`config.mk`:
```
export PLATFORM = sky130hd
export DESIGN_NAME = lbs_div
export DESIGN_NICKNAME = d
export VERILOG_FILES = /design/src/sv/lbs_pkg.sv /design/src/sv/lbs_div.sv
export SDC_FILE = /design/constraint.sdc
export NUM_CORES = 2
export LEC_CHECK = 0
export BUFFER_PORTS_ARGS = -buffer_cell sky130_fd_sc_hd__buf_2
export CAP_MARGIN = 20
export CORE_MARGIN = 2
export CORE_UTILIZATION = 40
export CTS_CLUSTER_SIZE = 30
export DETAILED_ROUTE_END_ITERATION = 12
export PLACE_DENSITY = 0.62
export RECOVER_POWER = 100
export REMOVE_ABC_BUFFERS = 1
export SLEW_MARGIN = 20
export SYNTH_ARGS = -nofsm -noshare
export SYNTH_HDL_FRONTEND = slang
export SYNTH_SLANG_ARGS = --single-unit
```
`constraint.sdc`:
```
create_clock -name clk -period 14.85 [get_ports clk]
set_input_delay 3.7125 -clock clk [delete_from_list [all_inputs] [get_ports clk]]
set_output_delay 3.7125 -clock clk [all_outputs]
set_load 0.03 [all_outputs]
```
`src/sv/lbs_pkg.sv`:
```
// ---------------------------------------------------------------------------
// lbs_pkg
// Shared types and constants of the linear blend skinning vertex unit.
// ---------------------------------------------------------------------------
package lbs_pkg;

  // item kinds on the command port
  localparam logic ACT_LOAD = 1'b0;
  localparam logic ACT_SKIN = 1'b1;

  // register index bit of the config port
  localparam logic REG_JOINT_COUNT = 1'b0;

  localparam int WORD_W      = 32;  // matrix word, Q16.16
  localparam int MAT_N       = 12;  // words per 3x4 matrix
  localparam int MAT_COLS    = 4;
  localparam int ELEM_W      = 4;   // element index within a matrix
  localparam int JOINT_W     = 8;   // packed joint index
  localparam int WGT_W       = 16;  // Q0.16 weight
  localparam int PACKED_INFL = 4;
  localparam int PROD_W      = 48;  // weight * word
  localparam int SQ_IN_W     = 62;  // sum of three squared 30-bit magnitudes
  localparam int SQ_STEPS    = 32;  // one root bit per stage
  localparam int ROOT_W      = 32;
  localparam int SMAG_W      = 30;  // scaled magnitude
  localparam int DIV_STEPS   = 15;  // one quotient bit per stage

  typedef logic signed [PROD_W-1:0] wprod_t;

  // matrix word write toward every lane copy of the store
  typedef struct packed {
    logic               en;
    logic [JOINT_W-1:0] joint;
    logic [ELEM_W-1:0]  elem;
    logic [WORD_W-1:0]  data;
  } wr_t;

endpackage

```
`src/sv/lbs_div.sv`:
```
// ---------------------------------------------------------------------------
// lbs_div
// Pipelined rounded division mag * 16384 / len, one quotient bit per stage.
// ---------------------------------------------------------------------------
module lbs_div import lbs_pkg::*; (
  input  logic                 clk,
  input  logic [SMAG_W-1:0]    mag,
  input  logic [ROOT_W-1:0]    len,
  output logic [DIV_STEPS-1:0] quo
);

  localparam int NUM_W = SMAG_W + 14 + 2;

  logic [ROOT_W-1:0]    rem_r [1:DIV_STEPS];
  logic [DIV_STEPS-1:0] low_r [1:DIV_STEPS];
  logic [DIV_STEPS-1:0] q_r   [1:DIV_STEPS];
  logic [ROOT_W-1:0]    d_r   [1:DIV_STEPS];

  // numerator with half the divisor added for rounding
  logic [NUM_W-1:0] num;
  assign num = NUM_W'({mag, 14'b0}) + NUM_W'(len >> 1);

  for (genvar i = 0; i < DIV_STEPS; i++) begin : g_step
    logic [ROOT_W-1:0]    cur_rem;
    logic [DIV_STEPS-1:0] cur_low;
    logic [DIV_STEPS-1:0] cur_q;
    logic [ROOT_W-1:0]    cur_d;
    logic [ROOT_W:0]      trial;
    logic                 ge;

    if (i == 0) begin : g_first
      assign cur_rem = ROOT_W'(num[NUM_W-1:DIV_STEPS]);
      assign cur_low = num[DIV_STEPS-1:0];
      assign cur_q   = '0;
      assign cur_d   = len;
    end else begin : g_next
      assign cur_rem = rem_r[i];
      assign cur_low = low_r[i];
      assign cur_q   = q_r[i];
      assign cur_d   = d_r[i];
    end

    assign trial = {cur_rem, cur_low[DIV_STEPS-1]};
    assign ge    = trial >= {1'b0, cur_d};

    // restoring division step
    always_ff @(posedge clk) begin
      rem_r[i+1] <= ge ? ROOT_W'(trial - {1'b0, cur_d}) : trial[ROOT_W-1:0];
      low_r[i+1] <= cur_low << 1;
      q_r[i+1]   <= {cur_q[DIV_STEPS-2:0], ge};
      d_r[i+1]   <= cur_d;
    end
  end

  assign quo = q_r[DIV_STEPS];

endmodule

```
After elaboration in Yosys (flattened, before gate mapping)
Memories as Yosys holds them, arrays and structs flattened.
Cells that the tools add are included.
- register bits: 0
- bits in writable memories: 1395
- input port bits: 63
- output and inout bits: 15
- word-level logic and storage cells: 50
- memories kept: 4
- memory list (memory ; depth ; bits a word ; rd ports ; clocked after Yosys merged registers in ; wr ports ; RTL line ; RTL):
    d_r ; 15 ; 32 ; 14 ; 0 ; 15 ; lbs_div.sv:17 ; logic [ROOT_W-1:0] d_r [1:DIV_STEPS];
    rem_r ; 15 ; 32 ; 14 ; 0 ; 15 ; lbs_div.sv:14 ; logic [ROOT_W-1:0] rem_r [1:DIV_STEPS];
    q_r ; 15 ; 15 ; 15 ; 0 ; 15 ; lbs_div.sv:16 ; logic [DIV_STEPS-1:0] q_r [1:DIV_STEPS];
    low_r ; 15 ; 14 ; 14 ; 0 ; 15 ; lbs_div.sv:15 ; logic [DIV_STEPS-1:0] low_r [1:DIV_STEPS];
- $add $sub $neg: 16
- order comparisons: 15
- multiplexer cells: 15
- operator list (kind ; count):
    32-bit two-way mux ; 15
    33-bit by 32-bit greater-or-equal comparator with 1-bit output ; 14
    32-bit subtractor ; 14
    44-bit by 31-bit adder with 45-bit output ; 1
    31-bit by 32-bit greater-or-equal comparator with 1-bit output ; 1
    31-bit by 32-bit subtractor with 32-bit output ; 1

Longest topological paths before layout
- depth in word-level cells: 3
- mapped depth: 24
- gate-level depth less buffers: 22

Worst setup path before layout
No wires, ideal clock.
- path kind: input to register
- start point: input mag[0]
- end point: register rem_r[0][61] (netlist name)
- data arrival time: 8.053 ns
- path slack: 6.676 ns
- cell stages on the path: 22
- path buffers: 0
- cells stage by stage: ha_1 -> fa_1 -> a21o_1 -> a21o_1 -> a21oi_1 -> o21ai_1 -> o41ai_1 -> o31ai_1 -> o21a_1 -> o21ai_1 -> xnor2_1 -> ha_1 -> a21o_1 -> a21o_1 -> a21oi_1 -> nor2_1 -> a211oi_1 -> nand2_1 -> o31a_1 -> a311oi_1 -> xnor2_1 -> mux2_2
- RTL lines (element ; RTL line ; RTL):
    start: declaration ; lbs_div.sv:7 ; input logic [SMAG_W-1:0] mag,

==> results.json <==
{
  "synth-edff-count": 0,
  "clk_pin_slew_ps": 60,
  "start_util_pct": 40.2,
  "cts_setup_buffers": 0,
  "grt_pass1_wl_um": 195000,
  "cts_htree_levels": 3,
  "placeableCoreArea_sq_um": 127000,
  "hold_path_class": "flop to flop",
  "arrival_ps": 10900,
  "cp-end-kind": "flop",
  "start_kind": "input pin",
  "synth-seq-area-share_pct": 39.7,
  "antenna_found_initial": 1,
  "crit_type": "input pin to flop",
  "fin_util_pct": 44.6,
  "final-seq-area_sq_um": 20300,
  "first_pass_iters": 6,
  "syn_area_per_cell_sq_um": 8.95,
  "outcome": "complete, but fails checks",
  "post-route-worst-setup-slack_ps": 4540,
  "p_int_mw": 8.15,
  "avgViaCountPerCell": 5.17,
  "grt_pass1_vias": 39300,
  "dieArea_sq_um": 131000,
  "std_cell_rows": 131,
  "whs_path_depth": 0,
  "placed_cells": 7339,
  "p_comb_share_pct": 50.1,
  "p_leak_nw": 26.7,
  "ys.flop_type": "dfxtp_1",
  "ir_worst_vdd_mv": 0.112,
  "final_cell_count_no_fill": 7541,
  "antenna_cells": 0,
  "placed_cell_area_sq_um": 53300,
  "cts_tree": "yes",
  "min_period_ps": 10310,
  "cp_max_fo": 34,
  "min_period_over_period_pct": 69.4,
  "finalWeightedCongestion": 0.929,
  "ctsRootBufferMaster": "clkbuf_16",
  "seq_power_share_pct": 29.8,
  "crit_required_ps": 15450,
  "cts_buffers": 109,
  "ys_types": 88,
  "post-place-ws_ps": 5360,
  "fmax_ghz": 0.0970,
  "tns_ps": 0,
  "reg2reg_depth": 13,
  "netlist_area_sq_um": 51200,
  "powerDensity_nw_per_um2": 239,
  "dp_hpwl_um": 94000,
  "ys_ff_latch": 1016,
  "fin_area_sq_um": 56800,
  "area_growth_pct": 10.8,
  "drc_errors": 0,
  "violations": "capacitance limit, slew limit",
  "slew_viol_final": 566,
  "multi_input_comb_area_sq_um": 28100,
  "swShare_pct": 40.0,
  "io_buffers": 77,
  "p_clk_share_pct": 20.2,
  "ys_async_sr_fraction_pct": 0,
  "drive_gt1_share_pct": 4.63,
  "fill_cells": 12300,
  "clock_path_buffers": 3,
  "clock_latency_ps": 720,
  "reg2reg_slack_ps": 8590,
  "syn_inst": 5727,
  "grt_max_degree": 65,
  "maxCapViolations": 11,
  "num_vias": 39000,
  "drt_iter0_drc": 2270,
  "grt_usage_pct": 18.1,
  "die_y_um": 362,
  "grt_overflow": 0,
  "yosys_warnings": 0,
  "fin_nets": 6363,
  "routed_wl_um": 119000,
  "ant_nets": 0,
  "clock-sinks": 1016,
  "rsz0062_at_grt": "false",
  "wl_per_cell_um": 15.8,
  "die_w_um": 362,
  "setup_viol": 0,
  "hold_violations": 0,
  "hold_buffers": 0,
  "switchingPower_mw": 5.43,
  "worst_pin_slew_ps": 2560,
  "fin_skew_ps": 19.3,
  "timing.slew.headroom_pct": -70.3,
  "cts-resized-gates": 0,
  "io_pins": 78
}
==> cells in the final DEF, fill, tap and decap left out, types with 15 or more instances in the layout <==
cell type  count
dfxtp_1     1016
inv_1        580
ha_1         496
nand2_1      453
a21oi_1      440
o21ai_0      396
a21o_1       284
nor2_1       283
xnor2_1      226
xor2_1       171
mux2_1       115
clkbuf_16    110
nand3_1      101
nand4_1       85
nor2b_1       81
clkbuf_1      73
nor3_1        68
nand2b_1      65
o21a_1        59
o21bai_1      58
and3_1        57
a31oi_1       55
o31ai_1       39
o21ai_1       35
buf_2         33
a211oi_1      31
clkbuf_8      30
clkinv_2      28
and2_1        26
mux2_2        21
o211ai_1      20
or3_1         18
nor4_1        17
o31a_1        16
a41oi_1       15
a2111oi_0     15
a21boi_0      15
a211o_1       15
fa_1          15
==> registers in the layout (all words and copies together) (netlist names) <==
name,flops
d_r,448
q_r,120
rem_r,448
==> path summary, 6_finish.rpt <==
| check | from | end |
|---|---|---|
| hold / removal | q_r[1][82] | q_r[1][98] |
| setup reg to reg | d_r[0][38] | rem_r[0][90] |
| hold reg to reg | q_r[1][82] | q_r[1][98] |
| setup / recovery | len[15] | rem_r[0][62] |
==> layout make-up <==
class,count,share of cell area [%]
multi-input cells,3986,49.4
repair buffers,94,0.708
flip-flops and latches,1016,35.8
inverters,582,3.85
clock inverters,47,0.842
clock buffers,154,5.67
well taps,1662,3.66
==> Yosys cell counts (9+ instances only) <==
library cell | n | area (sq um)
o2111ai_1 | 10 | 87.6
nand3_1 | 101 | 505
a21oi_1 | 439 | 2200
mux2i_1 | 11 | 110
o211ai_1 | 20 | 150
xor2_1 | 171 | 1500
nor4_1 | 17 | 106
fa_1 | 15 | 300
a41oi_1 | 14 | 123
nand2b_1 | 65 | 407
and4_1 | 13 | 114
clkbuf_1 | 94 | 353
dfxtp_1 | 1016 | 20300
nand2_1 | 453 | 1700
o31ai_1 | 38 | 285
o31a_1 | 16 | 140
nor2b_1 | 81 | 507
o21ai_0 | 283 | 1420
a2111oi_0 | 15 | 131
a31oi_1 | 54 | 338
o21ai_1 | 148 | 741
a221oi_1 | 9 | 78.8
and2_1 | 27 | 169
o21bai_1 | 58 | 435
xnor2_1 | 226 | 1980
nor2_1 | 284 | 1070
nor3_1 | 68 | 340
buf_2 | 46 | 230
or3_1 | 18 | 113
mux2_1 | 115 | 1290
a211oi_1 | 31 | 233
a21o_1 | 284 | 2130
nand4_1 | 85 | 532
and3_1 | 57 | 357
ha_1 | 496 | 6210
inv_1 | 574 | 2150
a21boi_0 | 15 | 113
or2_2 | 13 | 81.3
mux2_2 | 21 | 236
a211o_1 | 15 | 131
o21a_1 | 59 | 443
==> power by group through the flow <==
stage          sequential, mW  clock (mW)  combinational [mW]
2_1_floorplan            3.98           0                5.35
3_3_place_gp             4.09           0                6.75
3_5_place_dp             4.09           0                6.83
4_1_cts                  4.04        2.83                6.88
5_1_grt                  4.14        2.93                7.64
6_report                 4.04        2.74                6.80
==> layer usage <==
metal	GRT usage, %	part of all wire, %
met4	10.9	6.5
met5	0	0
met1	18.3	39
met2	34.7	51
met3	2.58	3.0
==> metrics by stage <==
stage | power, mW | hold WS [ps]
finish | 13.6 | 315
global route | 14.7 | 324
CTS | 13.7 | 311
detailed placement | 10.9 | 312
global placement | 10.8 | 310
floorplan | 9.33 | 310
==> cell families (layout without fill, tap and decap cells) <==
group,count (synthesis),after routing,share of synthesized area [%]
AOI/OAI and AO/OA,1612,1612,19.9
and+or+nand+nor,1319,1319,12.3
DFF,1016,1016,39.7
buffers and inverters,725,877,5.45
adders and majority gates,511,511,12.7
xor gates and xnor gates,397,397,6.79
muxes,147,147,3.20
==> critical path: stages <==
cell and delay, ps:
clkbuf_1 120, ha_1 240, fa_1 410, a21o_1 180, a21o_1 200, a21oi_1 220
o21ai_0 180, o41ai_1 580, o31ai_1 210, o21a_1 300, o21ai_0 240, xnor2_1 190
ha_1 360, a21o_1 190, a21oi_1 300, o21bai_1 120, a31o_1 180, a21oi_1 150
nor2_1 50, a31oi_1 490, clkbuf_1 1070, inv_1 710, mux2_1 490
Note: power is estimated with default switching activity, not from simulation.
